[config.mk]
export PLATFORM = sky130hd
export DESIGN_NAME = rnel_store
export DESIGN_NICKNAME = d
export VERILOG_FILES = /design/src/rtl/rnel_pkg.sv /design/src/rtl/rnel_store.sv
export SDC_FILE = /design/constraint.sdc
export NUM_CORES = 2
export LEC_CHECK = 0
export ABC_AREA = 1
export BUFFER_PORTS_ARGS = -buffer_cell sky130_fd_sc_hd__buf_2
export CAP_MARGIN = 20
export CELL_PAD_IN_SITES_DETAIL_PLACEMENT = 2
export CELL_PAD_IN_SITES_GLOBAL_PLACEMENT = 2
export CORE_ASPECT_RATIO = 0.7
export CORE_MARGIN = 10
export CORE_UTILIZATION = 35
export DETAILED_ROUTE_END_ITERATION = 8
export PLACE_DENSITY_LB_ADDON = 0.1
export SYNTH_ARGS = -nofsm -noshare
export SYNTH_HDL_FRONTEND = slang
export SYNTH_SLANG_ARGS = --single-unit
[constraint.sdc]
create_clock -name clk -period 8.9 [get_ports clk]
set_input_delay 1.335 -clock clk [delete_from_list [all_inputs] [get_ports clk]]
set_output_delay 1.335 -clock clk [all_outputs]
set_load 0.01 [all_outputs]
[src/rtl/rnel_pkg.sv]
`default_nettype none

package rnel_pkg;

  localparam int MAX_ATOMS  = 64;
  localparam int AW         = $clog2(MAX_ATOMS);
  localparam int IDX_W      = 6;
  localparam int CNT_CAP    = (MAX_ATOMS < (1 << IDX_W)) ? MAX_ATOMS : (1 << IDX_W);
  localparam int CNT_W      = $clog2(CNT_CAP + 1);
  localparam int CMP_W      = ((IDX_W > CNT_W) ? IDX_W : CNT_W) + 1;
  localparam int CNT_REG_W  = 7;
  localparam int COORD_W    = 20;
  localparam int SQ_W       = 2 * COORD_W;
  localparam int D2_W       = SQ_W + 2;
  localparam int RAD_W      = 21;
  localparam int LIM_W      = 2 * RAD_W;
  localparam int DIST_W     = 21;
  localparam int CFG_IDX_W  = 2;
  localparam int CFG_DATA_W = 21;

  localparam logic [CFG_IDX_W-1:0] CFG_RADIUS     = 2'd0;
  localparam logic [CFG_IDX_W-1:0] CFG_ATOM_COUNT = 2'd1;

  localparam logic ACT_LOAD  = 1'b0;
  localparam logic ACT_QUERY = 1'b1;

  typedef struct packed {
    logic signed [COORD_W-1:0] x;
    logic signed [COORD_W-1:0] y;
    logic signed [COORD_W-1:0] z;
  } point_t;

  typedef enum logic [2:0] {
    ST_IDLE,
    ST_ROW,
    ST_SCAN,
    ST_SQRT,
    ST_LAST,
    ST_ERR
  } state_t;

  typedef struct packed {
    logic             row_ld;
    logic             vld;
    logic             kill;
    logic [IDX_W-1:0] col;
  } scan_ctl_t;

  typedef struct packed {
    logic             vld;
    logic             hit;
    logic             pend;
    logic [IDX_W-1:0] col;
    logic [D2_W-1:0]  d2;
  } scan_res_t;

  typedef struct packed {
    logic busy;
    logic done;
  } sqrt_stat_t;

endpackage

`default_nettype wire

[src/rtl/rnel_store.sv]
`default_nettype none

module rnel_store (
  input  logic                      clk,
  input  logic                      we,
  input  logic [rnel_pkg::AW-1:0]   waddr,
  input  rnel_pkg::point_t          wdata,
  input  logic                      re,
  input  logic [rnel_pkg::AW-1:0]   raddr,
  output rnel_pkg::point_t          rdata
);
  import rnel_pkg::*;

  point_t mem_r [MAX_ATOMS];
  point_t rdata_r;

  always_ff @(posedge clk) begin
    if (we) begin
      mem_r[waddr] <= wdata;
    end
  end

  always_ff @(posedge clk) begin
    if (re) begin
      rdata_r <= mem_r[raddr];
    end
  end

  assign rdata = rdata_r;

endmodule

`default_nettype wire

=== Yosys cells after proc, flatten, opt, wreduce, memory -nomap -nowiden ===
Memory sizes are Yosys's and may differ from the RTL's. A register that Yosys moved wholly into a read port is not among the register bits.
Cells that the tools add are included.

* Input port bits: 75
* Register bits: 0
* Word-level logic and storage cells: 3
* Memories: 1
* Bits in writable memories: 3840
* Output and inout bits: 60

{| class="wikitable"
|+ Memories
! memory !! words !! bits a word !! read ports !! clocked after Yosys merged registers in !! write ports !! line !! source
|-
| mem_r || 64 || 60 || 1 || 1 || 1 || rnel_store.sv:14 || <nowiki>point_t mem_r [MAX_ATOMS];</nowiki>
|}

* Muxes and demuxes: 2

{| class="wikitable"
|+ Operators by type and width
! cell !! count
|-
| two-way mux 1 bit || 2
|}

=== Logic depth before layout (Yosys ltp) ===
* Depth after elaboration: 2
* Depth in mapped cells: 13
* Gate-level depth less buffers: 9

=== Worst setup path before layout ===
OpenSTA, ideal clock, no wires.

* Path type: input -> register
* Start point: input we
* End point: memory mem_r[48][0] in the netlist's numbering, enable pin
* Setup slack: 677 ps
* Library setup time: 628 ps
* Buffers on the path: 1
* Stages: 3
* Arrival time: 7595 ps
* Required time: 8272 ps
* Cells stage by stage: clkbuf_1 nand4_1 nor4_1

* Longest elaborated chain between the ends: 2

{| class="wikitable"
|+ Ends and longest elaborated chain
! element !! line !! source
|-
| start: declaration || rnel_store.sv:5 || <nowiki>input logic we,</nowiki>
|-
| two-way mux 1 bit || rnel_store.sv:18 || <nowiki>if (we) begin</nowiki>
|-
| two-way mux 1 bit (implied by the code) || rnel_store.sv:19 || <nowiki>mem_r[waddr] <= wdata;</nowiki>
|-
| end: declaration || rnel_store.sv:14 ||
|}

No other way between the ends.

==> impl_metrics.toml <==
[sta]
skew_ps = 41.4
fin_hold_ws_ps = 617
worst_slack_ps = 4280
slew_headroom = 0.173
worst_pin_slew_ps = 1240
fin_tns_setup_ps = 0
grt_setup_unrepaired = "no"
period_minus_slack_ps = 4620
fmax_ghz = 0.216
min_period_over_period = 0.519
drv_slew = 0
finalSetupViolCount = 0
finalHoldViolations = 0

[synth]
yosysSeqAreaShare = 0.751
synth_compound_area_frac = 0
yosys_warnings = 0
syn-num-nets = 12700
muxShareOfSynthArea = 0
syn_area_um2 = 156000
ys_seq_elements = 3900
ys_types = 17
syn-instance-count = 12600
synth.avg_cell_area_um2 = 12.4
synth_top_family_by_area = "simple AND/OR/NAND/NOR gates"
synth_fa_ha_area_frac = 0
synthXorXnorAreaFrac = 0
yosys.area_share.simple = 0.218

[setup_path]
r2r-end = "rdata[16]$_DFFE_PP_"
max_stage_delay_ps = 890
rrSetupSlack_ps = 7090
crit_fanout = 167
critPathArrivalTime_ps = 5520
crit_type = "in2reg"
critPathLaunch = "raddr[0]"
critical_path.startpoint_type = "input port"
worstPathRequired_ps = 9790
critPathCaptureType = "register"
crit_chain = "buf_12 -> inv_16 -> buf_4 -> buf_4 -> nand2_1 -> nand3_1 -> nand3_1 -> nand3_1 -> nand3_1 -> nand2_1 -> nand2_1 -> nand2_1"
crit_slowest_cell = "inv_16"
rr_worst_depth = 8
reg2reg_from = "mem_r[55][16]$_DFFE_PP_"

[final_layout]
area_growth_pct = 13.0
nets = 12700
final_cell_mix = "4240 x nand2_1, 3900 x edfxtp_1, 3557 x nand3_1"
drive_gt1_frac = 0.0822
layout_commonest_cell = "nand2_1"

[worst_hold_path]
hp-class = "in2reg"
holdPathStages = 1
holdCritStartpoint = "wdata[27]"
hold_path_end = "mem_r[0][27]$_DFFE_PP_"

[grt]
grt_first_pass_wirelength_um = 907000
grtUsageTotal = 0.267
first_global_vias = 113000
grt_max_degree = 172
antenna_found_initial = 82
grt_overflow = 0

[clock_network]
root_buffer = "clkbuf_16"
cts_setup_buffers = 0
numCtsBuffers = 405
clock_path_buffers = 4
cts_resized = 0
cts_tree = "yes"
ctsHtreeMaxLevel = 5
clkLatencyLatePin_ps = 1030
cts_hold_buf = 0
cts.sinks = 3900
clkSlewWorstSetupHoldPaths_ps = 70

[floorplan]
floorplan.initialDensity = 0.351
row_count = 205
die_w_um = 818
io_pins = 135
dieArea_um2 = 473000
core_um2 = 445000
die-height_um = 579

[routing]
first_iter_violations = 11700
wl_per_cell_um = 34.5
drc = 0
dr.pass1.iters = 5
wl_um = 651000
ant_nets = 0
num_vias = 108000
vias_per_cell = 5.74

[pwr]
p_leak_nw = 61.1
ir_drop_mv = 0.162
powerDensity_nw_per_um2 = 227

[job]
cap_violations = 0

[place]
io_buffers = 134
hpwlAfterDp_um = 332000
globalplace.congestion = 0.752
place_ws_ps = 3610

[status]
status = "finished clean"
## cell type report
type / count / area [um^2]
Clock inverter: 232 / 2040
Tap cell: 5899 / 7380
Fill cell: 44800 / 268000
Inverter: 12 / 96.3
Timing Repair Buffer: 457 / 4400
Antenna cell: 23 / 57.6
Sequential cell: 3900 / 117000
Clock buffer: 507 / 10700
Multi-Input combinational cell: 7870 / 34500
## state kept, by name, summed over array words and instances (netlist names)
register,flops
mem_r,3840
rdata,60
## critical path: cells and delay by family
kind	cells	cell delay (ps)
buffers and inverters	4	2570
and+or+nand+nor	8	950
## synthesized netlist by cell type
library cell  number  area (um^2)
clkinv_1           2         7.51
nand4_1            9         56.3
nand2_1         4240        15900
buf_1             69          259
edfxtp_1        3900       117000
clkbuf_2           1         5.00
buf_6             69          777
inv_2              1         3.75
buf_8              1         15.0
nor2_1            56          210
nor4_1             8         50.1
buf_4            152         1140
inv_1              8         30.0
inv_4              1         6.26
clkbuf_1         103          387
nand3_1         3557        17800
buf_2            448         2240
## worst max-delay path by stage
stage | end | depth (start not counted)
after CTS | rdata[2]$_DFFE_PP_ | 12
final | rdata[2]$_DFFE_PP_ | 12
after floorplan | mem_r[48][0]$_DFFE_PP_ | 3
after detailed placement | rdata[2]$_DFFE_PP_ | 12
after global routing | rdata[2]$_DFFE_PP_ | 12
after global placement | rdata[2]$_DFFE_PP_ | 12
## metrics by stage
stage	power, mW	std cells	area (um^2)	util
after global placement	23.2	18100	163000	0.365
final	40.0	18900	176000	0.396
after detailed placement	23.3	18100	163000	0.366
after CTS	40.3	18800	176000	0.395
after floorplan	22.1	12600	156000	-
after global routing	41.2	18900	176000	0.396
## metal layers
layer | part of all wire | track usage | vias up
met2 | 0.46 | 0.431 | 3356
met1 | 0.46 | 0.384 | 59100
met3 | 0.056 | 0.0318 | 859
li1 | - | - | 45100
met4 | 0.028 | 0.0704 | 18
met5 | 0.00020 | 0 | -
## cells by family after synthesis
family / count (synthesis)
and+or+nand+nor: 7870
DFF: 3900
buffers and inverters: 855
## where the power goes
group | internal [mW] | switching (mW) | total (mW)
Clock | 9.47 | 7.57 | 17.0
Combinational | 0.565 | 1.91 | 2.48
Sequential | 20.4 | 0.0901 | 20.5
Total | 30.4 | 9.57 | 40.0
(Power assumes the default switching activity.)
