$ cat config.mk
export PLATFORM = sky130hd
export DESIGN_NAME = rnel_dist
export DESIGN_NICKNAME = d
export VERILOG_FILES = /design/src/rtl/rnel_pkg.sv /design/src/rtl/rnel_dist.sv
export SDC_FILE = /design/constraint.sdc
export NUM_CORES = 2
export LEC_CHECK = 0
export ABC_AREA = 1
export BUFFER_PORTS_ARGS = -buffer_cell sky130_fd_sc_hd__buf_2
export CAP_MARGIN = 5
export CORE_ASPECT_RATIO = 1.5
export CORE_MARGIN = 2
export CORE_UTILIZATION = 60
export CTS_CLUSTER_SIZE = 40
export DETAILED_ROUTE_END_ITERATION = 12
export GPL_TIMING_DRIVEN = 0
export PLACE_DENSITY = 0.77
export REMOVE_ABC_BUFFERS = 1
export SYNTH_ARGS = -nofsm -noshare
export SYNTH_HDL_FRONTEND = slang
export SYNTH_SLANG_ARGS = --single-unit
$ cat constraint.sdc
create_clock -name clk -period 11 [get_ports clk]
set_clock_uncertainty 0.05 [all_clocks]
set_input_delay 2.2 -clock clk [delete_from_list [all_inputs] [get_ports clk]]
set_output_delay 2.2 -clock clk [all_outputs]
set_load 0.005 [all_outputs]
$ cat src/rtl/rnel_pkg.sv
`default_nettype none

package rnel_pkg;

  localparam int MAX_ATOMS  = 64;
  localparam int AW         = $clog2(MAX_ATOMS);
  localparam int IDX_W      = 6;
  localparam int CNT_CAP    = (MAX_ATOMS < (1 << IDX_W)) ? MAX_ATOMS : (1 << IDX_W);
  localparam int CNT_W      = $clog2(CNT_CAP + 1);
  localparam int CMP_W      = ((IDX_W > CNT_W) ? IDX_W : CNT_W) + 1;
  localparam int CNT_REG_W  = 7;
  localparam int COORD_W    = 20;
  localparam int SQ_W       = 2 * COORD_W;
  localparam int D2_W       = SQ_W + 2;
  localparam int RAD_W      = 21;
  localparam int LIM_W      = 2 * RAD_W;
  localparam int DIST_W     = 21;
  localparam int CFG_IDX_W  = 2;
  localparam int CFG_DATA_W = 21;

  localparam logic [CFG_IDX_W-1:0] CFG_RADIUS     = 2'd0;
  localparam logic [CFG_IDX_W-1:0] CFG_ATOM_COUNT = 2'd1;

  localparam logic ACT_LOAD  = 1'b0;
  localparam logic ACT_QUERY = 1'b1;

  typedef struct packed {
    logic signed [COORD_W-1:0] x;
    logic signed [COORD_W-1:0] y;
    logic signed [COORD_W-1:0] z;
  } point_t;

  typedef enum logic [2:0] {
    ST_IDLE,
    ST_ROW,
    ST_SCAN,
    ST_SQRT,
    ST_LAST,
    ST_ERR
  } state_t;

  typedef struct packed {
    logic             row_ld;
    logic             vld;
    logic             kill;
    logic [IDX_W-1:0] col;
  } scan_ctl_t;

  typedef struct packed {
    logic             vld;
    logic             hit;
    logic             pend;
    logic [IDX_W-1:0] col;
    logic [D2_W-1:0]  d2;
  } scan_res_t;

  typedef struct packed {
    logic busy;
    logic done;
  } sqrt_stat_t;

endpackage

`default_nettype wire

$ cat src/rtl/rnel_dist.sv
`default_nettype none

module rnel_dist (
  input  logic                         clk,
  input  logic                         rst_n,
  input  rnel_pkg::scan_ctl_t          ctl,
  input  rnel_pkg::point_t             pt,
  input  logic [rnel_pkg::RAD_W-1:0]   radius,
  output rnel_pkg::scan_res_t          res
);
  import rnel_pkg::*;

  localparam int HW = (D2_W > LIM_W) ? D2_W : LIM_W;

  point_t             row_r;
  logic               v1_r, v2_r, v3_r;
  logic [IDX_W-1:0]   c1_r, c2_r, c3_r;
  logic [COORD_W-1:0] ax_r, ay_r, az_r;
  logic [SQ_W-1:0]    sx_r, sy_r, sz_r;
  logic [LIM_W-1:0]   lim2_r;
  logic [D2_W-1:0]    d2;

  function automatic logic [COORD_W-1:0] abs_diff(input logic signed [COORD_W-1:0] a,
                                                  input logic signed [COORD_W-1:0] b);
    logic signed [COORD_W:0] d;
    d = {a[COORD_W-1], a} - {b[COORD_W-1], b};
    if (d[COORD_W]) begin
      d = -d;
    end
    return d[COORD_W-1:0];
  endfunction

  always_ff @(posedge clk) begin
    if (!rst_n) begin
      v1_r <= 1'b0;
      v2_r <= 1'b0;
      v3_r <= 1'b0;
    end else if (ctl.kill) begin
      v1_r <= 1'b0;
      v2_r <= 1'b0;
      v3_r <= 1'b0;
    end else begin
      v1_r <= ctl.vld;
      v2_r <= v1_r;
      v3_r <= v2_r;
    end
  end

  // stage 1: store read data; stage 2: |delta|; stage 3: squares
  always_ff @(posedge clk) begin
    if (ctl.row_ld) begin
      row_r <= pt;
    end
    c1_r   <= ctl.col;
    c2_r   <= c1_r;
    c3_r   <= c2_r;
    ax_r   <= abs_diff(row_r.x, pt.x);
    ay_r   <= abs_diff(row_r.y, pt.y);
    az_r   <= abs_diff(row_r.z, pt.z);
    sx_r   <= ax_r * ax_r;
    sy_r   <= ay_r * ay_r;
    sz_r   <= az_r * az_r;
    lim2_r <= radius * radius;
  end

  always_comb begin
    d2       = D2_W'(sx_r) + D2_W'(sy_r) + D2_W'(sz_r);
    res.vld  = v3_r;
    res.hit  = HW'(d2) <= HW'(lim2_r);
    res.pend = v1_r | v2_r | v3_r;
    res.col  = c3_r;
    res.d2   = d2;
  end

endmodule

`default_nettype wire

# Word-level counts from Yosys, hierarchy flattened
# Cells that the tools add are included.
# W data, S select, Z words.
[totals]
out_inout_bits = 51
register_bits = 303
[classes]
n_addsub = 8
bitwise_logic = 3
magnitude_cmp = 1
mul = 4
n_reduce_logical = 1
mux = 3
[op_table]
columns = ["op", "n"]
rows = [
  ["$mul A20 B20 Y40", 3],
  ["$sub A20 B20 Y21", 3],
  ["$mux W20", 3],
  ["$neg A20 Y20", 3],
  ["$add A41 B40 Y42", 1],
  ["$le A42 B42 Y1", 1],
  ["$mul A21 B21 Y42", 1],
  ["$add A40 B40 Y41", 1],
  ["$or A1 B1 Y1", 2],
  ["$reduce_or A2 Y1", 1],
  ["$not A1 Y1", 1],
]

# Depth between registers and ports, before layout
[depth]
ltp_word = 3
depth_mapped = 29
mapped_depth_nobuf = 27

# Worst setup path before layout
# Ideal clock, no wire load.
[synth_timing]
kind = "input to register"
start = "in radius[6] in the netlist's numbering"
end = "reg lim2_r[27]"
t_arrival_ns = 7.927
path_slack_ns = 2.897
setup_time_ns = 0.127
cell_stages = 22
cell_sequence = "clkbuf_1 -> buf_1 -> nand2_1 -> fa_1 -> fa_1 -> fa_1 -> inv_1 -> fa_1 -> fa_1 -> fa_1 -> inv_1 -> fa_1 -> inv_1 -> ha_1 -> a21oi_1 -> inv_1 -> a31oi_1 -> o21ai_0 -> or2_2 -> a21oi_1 -> o21ai_0 -> xor2_1"
[synth_between]
elab_chain_len = 1
[synth_rtl]
columns = ["item", "line_no", "source"]
rows = [
  ["start: declaration", "rnel_dist.sv:8", "input logic [rnel_pkg::RAD_W-1:0] radius,"],
  ["$mul A21 B21 Y42", "rnel_dist.sv:63", "lim2_r <= radius * radius;"],
  ["end signal: assignment", "rnel_dist.sv:63", ""],
  ["end: declaration", "rnel_dist.sv:20", "logic [LIM_W-1:0] lim2_r;"],
]
# No other way between the ends.
# A chain may end at the register's enable or synchronous reset.

# Worst setup path in the final report
[layout_timing]
start = "in radius[8] in the netlist's numbering"
end = "reg lim2_r[30]"
# Same word-level chain as after synthesis.

==> reports/metrics.cfg <==
[status]
status = completed

[grt]
grt_pass1_wl_um = 261000
grt_use_total_pct = 29.6
grt_pass1_vias = 54800
grt_max_degree = 32
antenna_found_initial = 1
grt_overflow = 0

[critical_path]
path_max_fanout = 21
path_class = in2reg
crit_required_ns = 11.39
cp-start-kind = primary input
cp.arrival_ns = 8.92
crit_path_end_kind = flop

[drt]
wire_per_inst_um = 16.8
via_per_inst = 5.33
vias = 49900
drtIter0Drc = 2419
drc_errors = 0
drt.antenna.violating_nets = 0
wl_um = 157000
drtPass1Iterations = 7

[cells_and_area]
syn2layout_area_growth_pct = 4.79
diodes = 0
drive_above_1_share_pct = 3.45
final_nets = 9939
fin_util_pct = 63.3

[floorplanning]
rows = 147
dieArea_um2 = 110000
io_pins = 143
start_util_pct = 60.4
dieWidth_um = 272
coreArea_um2 = 107000
die_h_um = 406

[yosys]
yosys_warnings = 0
synth.avg_cell_area_um2 = 8.17
ys_seq_area_share_pct = 10.2
synth_enable_flop_cells = 60
synthArstFlopShare_pct = 0
synth_top_area_share_pct = 37.1
synth.distinct_cells = 56
ys_top_cells_by_count = 2262 x inv_1, 1519 x nand2_1, 1195 x fa_1
synth_ff_type = dfxtp_1
synth_area_leaders = fa_1 37%, ha_1 14%, inv_1 13%, nand2_1 8.8%, dfxtp_1 7.4%
netlist_instances = 7904
ys_ff_latch = 299
netlist_area_um2 = 64600
yosys.cell_count.top_type = inv_1
synth_top_area_cell = fa_1

[cts]
cts_root_buf = clkbuf_16
clk_pin_slew_worst_paths_ns = 0.06
insertion_delay_ns = 0.57
cts_hold_repair.buffers = 0
cts_setup_buffers = 0
cts_tree = yes
cts_resized = 0
cts_buffers = 34
cts.sinks = 299
h-tree-depth = 2
clock_path_buffers = 3

[timing]
drv_slew = 0
post-route-period-util_pct = 77.5
tightest_slew_ns = 1.20
timing_hold_violations_final = 0
fmax_mhz = 117
setup_violations = 0
grt_setup_unrepaired = no
slew_headroom_pct = 19.9
hold_ws_ns = 0.274
tns_ns = 0
fin_crit_ns = 8.53

[placed_design]
place_hpwl_um = 134000
finalWeightedCongestion = 0.997
portBuffers = 142

[min_path]
min_path_type = reg2reg

[flow_run]
maxCapViolations = 0

layout by cell type (no fill, tap or decap), types with 28 or more instances in the layout:
cell,instances
a21oi_1,333
a31oi_1,60
buf_2,142
clkbuf_16,39
dfxtp_1,239
edfxtp_1,60
fa_1,1195
ha_1,736
inv_1,2262
nand2_1,1519
nand3_1,129
nand4_1,43
nor2_1,410
nor3_1,28
o21ai_0,170
xnor2_1,105
xor2_1,183
layer usage:
metal  part of all wire (%)  track usage [%]
met5                      0                0
met4                    5.5             14.7
met3                    4.0             2.64
met2                     54             57.0
met1                     36             32.1
metrics by stage:
| stage | instance area (um2) | std cells | setup slack [ns] |
|---|---|---|---|
| 2_1_floorplan | 63900 | 7737 | 3.39 |
| 3_3_place_gp | 66400 | 9294 | 2.12 |
| 3_5_place_dp | 66400 | 9295 | 2.10 |
| 4_1_cts | 67600 | 9356 | 2.68 |
| 5_1_grt | 67600 | 9356 | 2.17 |
| 6_report | 67600 | 9356 | 2.47 |
critical path: stages:
cell,delay [ns]
buf_2,0.51
nand2_1,0.21
fa_1,0.57
inv_1,0.05
fa_1,0.50
inv_1,0.05
fa_1,0.48
inv_1,0.05
fa_1,0.51
inv_1,0.06
fa_1,0.53
inv_1,0.05
fa_1,0.48
inv_1,0.05
fa_1,0.48
inv_1,0.05
ha_1,0.36
a21oi_1,0.17
inv_1,0.08
a31oi_1,0.23
inv_1,0.07
a21oi_1,0.47
inv_1,0.08
a21oi_1,0.22
nor2_1,0.06
nor2_1,0.12
xnor2_1,0.22
cell families after synthesis:
logic type               after synthesis  synth area share, %
AND/OR/NAND/NOR                     2225                 13.9
buffers and inverters               2438                 14.2
AO/OA/AOI/OAI                        717                 6.32
adder cells (fa/ha/maj)             1931                 51.3
XOR/XNOR                             292                 4.03
other                                  2               0.0116
flip-flops                           299                 10.2
state kept, by name, indices dropped and copies added (netlist names):
| register | count |
|---|---|
| row_r | 60 |
| lim2_r | 41 |
| sx_r | 39 |
| sy_r | 39 |
| sz_r | 39 |
| ax_r | 20 |
| ay_r | 20 |
| az_r | 20 |
| c1_r | 6 |
| c2_r | 6 |
| c3_r | 6 |
| v1_r | 1 |
| v2_r | 1 |
| v3_r | 1 |
worst paths after layout:
path	start	endpoint	slack, ns	cells after the start
max	radius[8]	lim2_r[30]$_DFF_P_	2.47	27
min	c1_r[3]$_DFF_P_	c2_r[3]$_DFF_P_	0.27	0
max reg2reg	az_r[8]$_DFF_P_	sz_r[32]$_DFF_P_	3.39	25
min reg2reg	c1_r[3]$_DFF_P_	c2_r[3]$_DFF_P_	0.27	0
final cells by class:
| class | count | area (um2) |
|---|---|---|
| clock inverters | 18 | 233 |
| repair buffers | 143 | 731 |
| inverters | 2270 | 8520 |
| multi-input cells | 5168 | 48800 |
| fillers | 9227 | 39200 |
| flip-flops and latches | 299 | 6590 |
| clock buffers | 43 | 1000 |
| well taps | 1415 | 1770 |
Power is left out: the tool's default activity adds up to more than one toggle a clock period on the data nets, which glitch-free logic cannot reach.
