**src/rtl/rnel_pkg.sv**
```systemverilog
`default_nettype none

package rnel_pkg;

  localparam int MAX_ATOMS  = 64;
  localparam int AW         = $clog2(MAX_ATOMS);
  localparam int IDX_W      = 6;
  localparam int CNT_CAP    = (MAX_ATOMS < (1 << IDX_W)) ? MAX_ATOMS : (1 << IDX_W);
  localparam int CNT_W      = $clog2(CNT_CAP + 1);
  localparam int CMP_W      = ((IDX_W > CNT_W) ? IDX_W : CNT_W) + 1;
  localparam int CNT_REG_W  = 7;
  localparam int COORD_W    = 20;
  localparam int SQ_W       = 2 * COORD_W;
  localparam int D2_W       = SQ_W + 2;
  localparam int RAD_W      = 21;
  localparam int LIM_W      = 2 * RAD_W;
  localparam int DIST_W     = 21;
  localparam int CFG_IDX_W  = 2;
  localparam int CFG_DATA_W = 21;

  localparam logic [CFG_IDX_W-1:0] CFG_RADIUS     = 2'd0;
  localparam logic [CFG_IDX_W-1:0] CFG_ATOM_COUNT = 2'd1;

  localparam logic ACT_LOAD  = 1'b0;
  localparam logic ACT_QUERY = 1'b1;

  typedef struct packed {
    logic signed [COORD_W-1:0] x;
    logic signed [COORD_W-1:0] y;
    logic signed [COORD_W-1:0] z;
  } point_t;

  typedef enum logic [2:0] {
    ST_IDLE,
    ST_ROW,
    ST_SCAN,
    ST_SQRT,
    ST_LAST,
    ST_ERR
  } state_t;

  typedef struct packed {
    logic             row_ld;
    logic             vld;
    logic             kill;
    logic [IDX_W-1:0] col;
  } scan_ctl_t;

  typedef struct packed {
    logic             vld;
    logic             hit;
    logic             pend;
    logic [IDX_W-1:0] col;
    logic [D2_W-1:0]  d2;
  } scan_res_t;

  typedef struct packed {
    logic busy;
    logic done;
  } sqrt_stat_t;

endpackage

`default_nettype wire

```
**src/rtl/rnel_sqrt.sv**
```systemverilog
`default_nettype none

module rnel_sqrt (
  input  logic                         clk,
  input  logic                         rst_n,
  input  logic                         start,
  input  logic [rnel_pkg::D2_W-1:0]    rad,
  output rnel_pkg::sqrt_stat_t         stat,
  output logic [rnel_pkg::DIST_W-1:0]  root
);
  import rnel_pkg::*;

  localparam int TOP_BIT = ((D2_W - 1) / 2) * 2;

  logic [D2_W-1:0] v_r, res_r, bit_r;
  logic            busy_r, done_r;
  logic [D2_W:0]   trial;
  logic            ge;

  always_comb begin
    trial = {1'b0, res_r} + {1'b0, bit_r};
    ge    = {1'b0, v_r} >= trial;
  end

  always_ff @(posedge clk) begin
    if (!rst_n) begin
      busy_r <= 1'b0;
      done_r <= 1'b0;
    end else if (start) begin
      busy_r <= 1'b1;
      done_r <= 1'b0;
    end else if (busy_r && bit_r[0]) begin
      busy_r <= 1'b0;
      done_r <= 1'b1;
    end
  end

  // one result bit per cycle
  always_ff @(posedge clk) begin
    if (start) begin
      v_r   <= rad;
      res_r <= '0;
      bit_r <= D2_W'(1) << TOP_BIT;
    end else if (busy_r) begin
      if (ge) begin
        v_r   <= v_r - trial[D2_W-1:0];
        res_r <= (res_r >> 1) + bit_r;
      end else begin
        res_r <= res_r >> 1;
      end
      bit_r <= bit_r >> 2;
    end
  end

  assign stat.busy = busy_r;
  assign stat.done = done_r;
  assign root      = res_r[DIST_W-1:0];

endmodule

`default_nettype wire

```
**config.mk**
```make
export PLATFORM = sky130hd
export DESIGN_NAME = rnel_sqrt
export DESIGN_NICKNAME = d
export VERILOG_FILES = /design/src/rtl/rnel_pkg.sv /design/src/rtl/rnel_sqrt.sv
export SDC_FILE = /design/constraint.sdc
export NUM_CORES = 1
export LEC_CHECK = 0
export BUFFER_PORTS_ARGS = -buffer_cell sky130_fd_sc_hd__buf_2
export CORE_AREA = 3 3 136 138
export DETAILED_ROUTE_END_ITERATION = 10
export DIE_AREA = 0 0 139 141
export GPL_TIMING_DRIVEN = 0
export PLACE_DENSITY = 0.83
export SETUP_SLACK_MARGIN = 0.05
export SLEW_MARGIN = 20
export SYNTH_ARGS = -nofsm -noshare
export SYNTH_HDL_FRONTEND = slang
export SYNTH_SLANG_ARGS = --single-unit
```
**constraint.sdc**
```tcl
create_clock -name clk -period 10 [get_ports clk]
set_clock_uncertainty 0.1 [all_clocks]
set_input_delay 0.5 -clock clk [delete_from_list [all_inputs] [get_ports clk]]
set_output_delay 0.5 -clock clk [all_outputs]
set_load 0.05 [all_outputs]
```
# Word-level counts from Yosys, hierarchy flattened
# Cells that the tools add are included.
[totals] output_inout_bits=23 memories=0 romBits=0 in_bits=45 latchBits=0 ramBits=0 wordCells=22 ff_bits=107
[classes] addsub=3 n_bitwise=1 n_div=0 mux=6 multipliers=0 eq_ne=0 reduce_logical=6 n_shift=0 order_cmp=1
[ops] op="$mux 42" n=4
[ops] op="$add 42x41->43" n=1
[ops] op="$ge 42x43->1" n=1
[ops] op="$add 41x41->42" n=1
[ops] op="$sub 42x42->42" n=1
[ops] op="$reduce_bool 2->1" n=3
[ops] op="$mux 1" n=2
[ops] op="$reduce_and 2->1" n=1
[ops] op="$reduce_or 2->1" n=1
[ops] op="$logic_and 1x1->1" n=1
[ops] op="$not 1->1" n=1

# Depth between registers and ports, before layout
# Gate-level depths: netlist of the first run.
[depth] word_depth=5 ltp_mapped=24 depth_no_buf=21

# Worst setup path after synthesis of the first run
# No wires, ideal clock.
[synth_timing] path_kind="reg-to-reg" from="register res_r[2]" to="register v_r[0], enable pin" setup_time_ns=0.500 path_buffers=4 slack_ns=1.647 path_stages_with_launch=23 synth_period_minus_slack_ns=8.353 t_arrival_ns=7.753 t_required_ns=9.400 path_cell_list="dfxtp_1 -> ha_1 -> a31oi_1 -> o21a_1 -> o211ai_1 -> nand2_1 -> o41ai_1 -> a21oi_1 -> o31ai_1 -> xnor2_1 -> ha_1 -> clkbuf_1 -> nand3_1 -> nor4_1 -> nand2_1 -> o21ai_1 -> a2111oi_1 -> and3_4 -> buf_6 -> or3_4 -> buf_6 -> clkbuf_1 -> o21ai_0"
[synth_between] elab_chain_len=4
[synth_rtl] element="start, declared" line_no="rnel_sqrt.sv:15" rtl="logic [D2_W-1:0] v_r, res_r, bit_r;"
[synth_rtl] element="start signal, assigned" line_no="rnel_sqrt.sv:47" rtl="res_r <= (res_r >> 1) + bit_r;"
[synth_rtl] element="start signal, assigned" line_no="rnel_sqrt.sv:49" rtl="res_r <= res_r >> 1;"
[synth_rtl] element="$add 42x41->43" line_no="rnel_sqrt.sv:21" rtl="trial = {1'b0, res_r} + {1'b0, bit_r};"
[synth_rtl] element="$ge 42x43->1" line_no="rnel_sqrt.sv:22" rtl="ge = {1'b0, v_r} >= trial;"
[synth_rtl] element="$reduce_bool 2->1 (no source line)"
[synth_rtl] element="$reduce_and 2->1 (no source line)"
[synth_rtl] element="end signal, assigned" line_no="rnel_sqrt.sv:41" rtl="v_r <= rad;"
[synth_rtl] element="end signal, assigned" line_no="rnel_sqrt.sv:46" rtl="v_r <= v_r - trial[D2_W-1:0];"
[synth_rtl] element="end, declared" line_no="rnel_sqrt.sv:15"
# Every way passes these cells.
# A chain may end at the register's enable or synchronous reset.

# Final worst setup path of the first run
[layout_timing] from="register res_r[2]" to="register v_r[23], enable pin"
# Same word-level chain as after synthesis.

==> impl_metrics.env, run 1 <==
export IMPL_fmax_mhz=141
export IMPL_cts_made_buffers=9
export IMPL_cts_setup_buffers=0
export IMPL_numClockSinks=107
export IMPL_cts_clk_slew_worst_paths_ns=0.08
export IMPL_first_pass_iters=5
export IMPL_synthMuxAreaShare=0.0395
export IMPL_fin_cells=1502
export IMPL_path_class="register to register"
export IMPL_min_path_cells=2
export IMPL_hold_ws_ns=0.236
export IMPL_area_growth_pct=10.3
export IMPL_relSlewSlack=0.368
export IMPL_r2r_start="res_r[2]"
export IMPL_fillers=1542
export IMPL_diodes=0
export IMPL_root_buffer="clkbuf_16"
export IMPL_multi_input_area_mm2=0.00650
export IMPL_setup_viol=0
export IMPL_cp_required_ns=10.02
export IMPL_synth_area_mm2=0.00956
export IMPL_synthXorXnorAreaFrac=0.0797
export IMPL_fp_dieH_um=141
export IMPL_tritoncts="done"
export IMPL_synthTopCellsByArea="dfxtp_1 (14%), edfxtp_1 (13%), ha_1 (11%), nand2_1 (5.1%), nor2_1 (5.0%)"
export IMPL_row_count=48
export IMPL_path_cells="ha_1 > a31oi_1 > o21a_1 > o211ai_1 > nand2_1 > o41ai_1 > a21oi_1 > o31ai_1 > xnor2_1 > ha_1 > clkbuf_1 > a21o_1 > a21o_1 > a41o_1 > a41oi_1 > or3_4 > buf_6 > clkbuf_1 > o21ai_4 > buf_16"
export IMPL_place_congestion=0.977
export IMPL_register_area_mm2=0.00256
export IMPL_drive_gt1_frac=0.104
export IMPL_crit_arrival_ns=7.12
export IMPL_holdBufCountCts=0
export IMPL_worstSkewPairLatency_ns=0.37
export IMPL_power_density_mw_per_mm2=259
export IMPL_die_w_um=139
export IMPL_final_area_mm2=0.0105
export IMPL_max_cap_violations=0
export IMPL_syn_inst=1193
export IMPL_ys_types=69
export IMPL_overflow=0
export IMPL_clock_path_buffers=2
export IMPL_first_global_vias=8844
export IMPL_place_area_mm2=0.0102
export IMPL_ant_nets=0
export IMPL_cp_max_fo=24
export IMPL_synth_edff_count=42
export IMPL_ys_seq_area_frac=0.268
export IMPL_critPathSlowestCell="o41ai_1"
export IMPL_r2r_slack_ns=2.91
export IMPL_hold_class="input port to register"
export IMPL_synth_simple_area_share=0.196
export IMPL_pre_cts_ws_ns=3.12
export IMPL_antenna_found_initial=0
export IMPL_power_uw=2730
export IMPL_cp_start_kind="register"
export IMPL_grt_pass1_wl_um=45100
export IMPL_yosys_warnings=0
export IMPL_fin_crit_ns=7.09
export IMPL_drt_iter0_markers=964
export IMPL_p_leak_uw=0.00422
export IMPL_place_hpwl_um=21800
export IMPL_core_area_mm2=0.0173
export IMPL_num_vias=9523
export IMPL_worstMarginPinSlew_ns=0.944
export IMPL_drc=0
export IMPL_synth_common_cells="nand2_1 (131), nor2_1 (127), o21ai_0 (92)"
export IMPL_yosys_cell_count_top_type="nand2_1"
export IMPL_dp_cells=1486
export IMPL_status="complete, no violations"
export IMPL_rr_worst_depth=20
export IMPL_critPathMaxStageDelay_ns=0.78
export IMPL_synth_compound_area_frac=0.249
export IMPL_ys_ff_latch=107
export IMPL_syn_area_per_cell_um2=8.01
export IMPL_rsz0062_at_grt="false"
export IMPL_synth_adder_area_share=0.115
export IMPL_post_synth_top_area_fraction=0.136
export IMPL_htree_levels=3
export IMPL_port_buffers=66
export IMPL_post_cts_resized=0
export IMPL_drv_slew=0
export IMPL_period_share=0.709
export IMPL_die_area_mm2=0.0196
export IMPL_dominantRegCellSynth="dfxtp_1"
export IMPL_initial_core_util=0.553
export IMPL_finalWorstSetupSlack_ns=2.91
export IMPL_grtUsageTotal=0.283
export IMPL_worstReg2RegEnd="v_r[23]"
export IMPL_grt_max_degree=25
export IMPL_hold_viol_final=0
export IMPL_yosys_area_top_type="dfxtp_1"
export IMPL_critical_path_endpoint_type="register"
export IMPL_io_pins=68
export IMPL_async_reset_ff_frac=0
export IMPL_peakVddDrop_mv=0.171
export IMPL_synth_top_family_by_area="compound AO/OA/AOI/OAI gates"
export IMPL_routed_wl_um=28700
export IMPL_avgViaCountPerCell=6.34
export IMPL_syn_nets=1325
export IMPL_wire_per_inst_um=19.1
export IMPL_hold_end="busy_r"
export IMPL_hp_start="rst_n"
export IMPL_final_nets=1404
logic make-up after synthesis:
| kind of cell | after synthesis |
|---|---|
| AND/OR/NAND/NOR | 402 |
| AO/OA/AOI/OAI | 367 |
| flip-flops | 107 |
| buffers and inverters | 106 |
| XOR/XNOR | 87 |
| adder cells (fa/ha/maj) | 87 |
| multiplexers | 37 |
critical path: cells and delay by family, from the launching register on:
family	cells	cell delay (ns)
AO/OA/AOI/OAI	11	3.76
buffers and inverters	4	1.20
adder cells (fa/ha/maj)	2	0.65
AND/OR/NAND/NOR	2	0.48
flip-flops	1	0.40
XOR/XNOR	1	0.20
cells in the final DEF (no fill, tap or decap), types with 5 or more instances in the layout:
master     count
a21boi_0       6
nor2b_1       12
a31oi_1       38
o21a_1         7
nor3_1        15
a21oi_1       71
xor2_1        37
mux2i_1       31
nor3b_1        6
nand3_1       24
buf_4         23
xnor2_1       50
ha_1          86
nor2_1       127
o31ai_1       17
a21o_1        23
a221oi_1       6
nand2_1      131
or4_1          7
nor4_1        13
dfxtp_1       65
buf_1          5
a211oi_1      31
o21bai_1      11
o221ai_1       5
clkbuf_1      44
inv_1         27
clkbuf_16      9
o21ai_0       91
and2_1         8
o211a_1        5
nand4_1       18
mux2_2         5
buf_2         72
or3_1         10
o211ai_1      15
and3_1        10
edfxtp_1      42
a311oi_1       5
flip-flops by register name (all words and copies together) (netlist names):
register / count
res_r: 42
bit_r: 21
busy_r: 1
done_r: 1
v_r: 42
worst max path at each step:
stage / from / end / slack (ns) / depth (start not counted)
after floorplan: res_r[2] / v_r[0] / 1.65 / 22
after global placement: res_r[2] / v_r[32] / -1.02 / 22
after detailed placement: res_r[2] / v_r[23] / 3.12 / 20
after CTS: res_r[2] / v_r[23] / 3.09 / 20
after global routing: res_r[2] / v_r[11] / 2.71 / 20
final: res_r[2] / v_r[23] / 2.91 / 20
cell type report:
class                      instances  share of cell area
sequential                       107               0.243
clock buffer                      11              0.0230
timing repair buffer              68              0.0366
buffer                            79              0.0385
inverter                          27             0.00962
clock inverter                     5             0.00570
multi-input combinational        980               0.617
tap                              225              0.0267
report_power, final:
| part | internal, µW | switching [µW] | leakage, µW |
|---|---|---|---|
| sequential | 602 | 85.3 | 0.000951 |
| combinational | 630 | 1030 | 0.00312 |
| clock | 203 | 184 | 0.000151 |
per-stage QoR:
stage	util	setup TNS (ns)
after floorplan	-	0
after global placement	0.588	-42.75
after detailed placement	0.592	0
after CTS	0.609	0
after global routing	0.609	0
final	0.609	0
layer usage:
metal | vias up | share of wire | GRT usage
met5 | - | 0 | 0
met4 | 0 | 0.028 | 0.0860
met3 | 68 | 0.070 | 0.0424
met2 | 404 | 0.47 | 0.484
met1 | 4466 | 0.43 | 0.372
li1 | 4585 | - | -
Note: power is estimated with default switching activity, not from simulation.
==> run 2, diff against run 1 <==
- ABC_AREA: unset -> 1
- CORE_AREA: 3 3 136 138 -> 3 3 152 154
- DIE_AREA: 0 0 139 141 -> 0 0 155 157
- PLACE_DENSITY: 0.83 -> 0.82
- clock period: 10 -> 7.25 ns (I/O delays scaled with it)
==> impl_metrics.env, run 2 <==
export IMPL_ys_seq_area_frac=0.215
export IMPL_core_area_mm2=0.0218
export IMPL_path_cells="ha_1 > ha_1 > nand2_1 > nand2_1 > nand3_1 > a21oi_1 > nand2_1 > o21ai_1 > nand2_1 > o21ai_0 > xnor2_1 > ha_1 > nand2_1 > nor2_1 > nand2_1 > nor2_1 > nand3_1 > nand3_1 > nand3_4 > nand2_8 > buf_6 > nand2_1 > nand2_2 > buf_16"
export IMPL_overflow=0
export IMPL_drc=0
export IMPL_mostFrequentLayoutCell="nand2_1"
export IMPL_root_buffer="clkbuf_16"
export IMPL_syn_inst=1971
export IMPL_fmax_mhz=172
export IMPL_p_leak_uw=0.00603
export IMPL_period_share=0.802
export IMPL_cp_required_ns=7.23
export IMPL_async_reset_ff_frac=0
export IMPL_row_count=54
export IMPL_critical_path_endpoint_type="register"
export IMPL_place_congestion=1.05
export IMPL_die_area_mm2=0.0243
export IMPL_first_pass_iters=6
export IMPL_layout_common_cells="nand2_1 (550), inv_1 (249), nor2_1 (201)"
export IMPL_antenna_found_initial=1
export IMPL_cts_setup_buffers=0
export IMPL_dominantRegCellSynth="dfxtp_1"
export IMPL_hold_ws_ns=0.139
export IMPL_synth_common_cells="nand2_1 (551), inv_1 (249), nor2_1 (201)"
export IMPL_first_global_vias=11503
export IMPL_ys_ff_latch=107
export IMPL_clock_path_buffers=2
export IMPL_die_w_um=155
export IMPL_wire_per_inst_um=18.5
export IMPL_ys_types=47
export IMPL_crit_arrival_ns=5.79
export IMPL_status="complete, no violations"
export IMPL_worstSkewPairLatency_ns=0.37
export IMPL_worst_path_most_repeated_cell="nand2_1"
export IMPL_cp_max_fo=22
export IMPL_max_cap_violations=0
export IMPL_port_buffers=66
export IMPL_num_vias=13627
export IMPL_synth_edff_count=42
export IMPL_worstMarginPinSlew_ns=0.984
export IMPL_initial_core_util=0.547
export IMPL_post_synth_top_area_fraction=0.173
export IMPL_tritoncts="done"
export IMPL_hold_viol_final=0
export IMPL_crit_buf_inv=2
export IMPL_numClockSinks=107
export IMPL_grt_pass1_wl_um=65200
export IMPL_syn_nets=2103
export IMPL_hold_class="input port to register"
export IMPL_reg_largest_list="res_r (42), v_r (42), bit_r (21)"
export IMPL_relSlewSlack=0.344
export IMPL_fp_dieH_um=157
export IMPL_synth_area_mm2=0.0119
export IMPL_io_pins=68
export IMPL_final_nets=2181
export IMPL_crit_family="simple AND/OR/NAND/NOR gates"
export IMPL_path_class="register to register"
export IMPL_yosys_area_top_type="nand2_1"
export IMPL_rsz0062_at_grt="false"
export IMPL_routed_wl_um=43200
export IMPL_setup_viol=0
export IMPL_avgViaCountPerCell=5.84
export IMPL_critPathMaxStageDelay_ns=0.49
export IMPL_drive_gt1_frac=0.0837
export IMPL_diodes=0
export IMPL_cts_made_buffers=9
export IMPL_critPathSlowestCell="nand2_2"
export IMPL_area_growth_pct=8.36
export IMPL_post_cts_resized=0
export IMPL_cp_start_kind="register"
export IMPL_grt_max_degree=23
export IMPL_yosys_warnings=0
export IMPL_place_hpwl_um=35600
export IMPL_cts_clk_slew_worst_paths_ns=0.08
export IMPL_yosys_cell_count_top_type="nand2_1"
export IMPL_peakVddDrop_mv=0.226
export IMPL_htree_levels=3
export IMPL_syn_area_per_cell_um2=6.05
export IMPL_synthTopCellsByArea="nand2_1 (17%), dfxtp_1 (11%), edfxtp_1 (11%), ha_1 (9.0%), inv_1 (7.8%)"
export IMPL_grtUsageTotal=0.342
export IMPL_drt_iter0_markers=1737
export IMPL_holdBufCountCts=0
export IMPL_fin_crit_ns=5.82
export IMPL_setup_tns_ns=0
export IMPL_power_density_mw_per_mm2=352
export IMPL_ant_nets=0
export IMPL_drv_slew=0
run 2: cell types whose count changed after synthesis, sizes merged, moves of 28 or more:
cell    before  now
a211oi      31    2
a21oi       71  152
a31oi       38   10
inv         27  251
mux2i       31    0
nand2      132  556
nand3       24  182
nor2       127  208
o21ai       93  126
run 2: cell families (layout without fill, tap and decap cells):
kind of cell	after synthesis	in the layout	share of synthesized area
adder cells (fa/ha/maj)	87	87	0.0919
buffers and inverters	330	413	0.116
XOR/XNOR	80	80	0.0587
AND/OR/NAND/NOR	1040	1040	0.371
flip-flops	107	107	0.215
AO/OA/AOI/OAI	327	327	0.147
run 2: final timing paths:
check | from | end | slack, ns | cells past startpoint
setup reg to reg | bit_r[0] | v_r[26] | 1.43 | 24
hold / removal | rst_n | busy_r | 0.14 | 3
hold reg to reg | res_r[0] | res_r[0] | 0.41 | 2
setup / recovery | bit_r[0] | v_r[26] | 1.43 | 24
run 2: power breakdown:
| group | leakage (µW) | switching (µW) | total, µW | internal, µW |
|---|---|---|---|---|
| Clock | 0.000141 | 266 | 508 | 242 |
| Combinational | 0.00493 | 2050 | 3070 | 1020 |
| Sequential | 0.000956 | 136 | 968 | 832 |
run 2: area by class of cell:
cell class,instances,area [µm²]
Clock inverter,6,57.6
Tap cell,280,350
Inverter,251,942
Timing Repair Buffer,67,358
Buffer,79,443
Multi-Input combinational cell,1534,7980
Fill cell,2237,8900
Sequential cell,107,2560
Clock buffer,10,229
run 2: stage by stage:
stage / power, µW / worst slack (ns) / instance area [µm²] / util / instances
after floorplan: 3110 / 2.51 / 11900 / - / 1971
after global placement: 3890 / 0.924 / 12600 / 0.578 / 2317
after detailed placement: 3930 / 1.63 / 12600 / 0.579 / 2318
after CTS: 4450 / 1.60 / 12900 / 0.592 / 2334
after global routing: 4880 / 1.04 / 12900 / 0.592 / 2334
final: 4540 / 1.43 / 12900 / 0.592 / 2334
run 2: worst register-to-register path, stage by stage, from the launching register on:
cell	delay, ns
dfxtp_1	0.48
ha_1	0.43
ha_1	0.26
nand2_1	0.06
nand2_1	0.11
nand3_1	0.09
a21oi_1	0.37
nand2_1	0.09
o21ai_1	0.15
nand2_1	0.15
o21ai_0	0.38
xnor2_1	0.21
ha_1	0.40
nand2_1	0.12
nor2_1	0.19
nand2_1	0.10
nor2_1	0.16
nand3_1	0.10
nand3_1	0.23
nand3_4	0.18
nand2_8	0.16
buf_6	0.15
nand2_1	0.11
nand2_2	0.49
buf_16	0.25
run 2: routing by layer:
| metal | vias up | routed length, µm | track usage |
|---|---|---|---|
| met4 | 0 | 690 | 0.0521 |
| li1 | 6578 | - | - |
| met1 | 6215 | 20000 | 0.532 |
| met2 | 773 | 17300 | 0.495 |
| met3 | 61 | 5190 | 0.0696 |
| met5 | - | 0 | 0 |
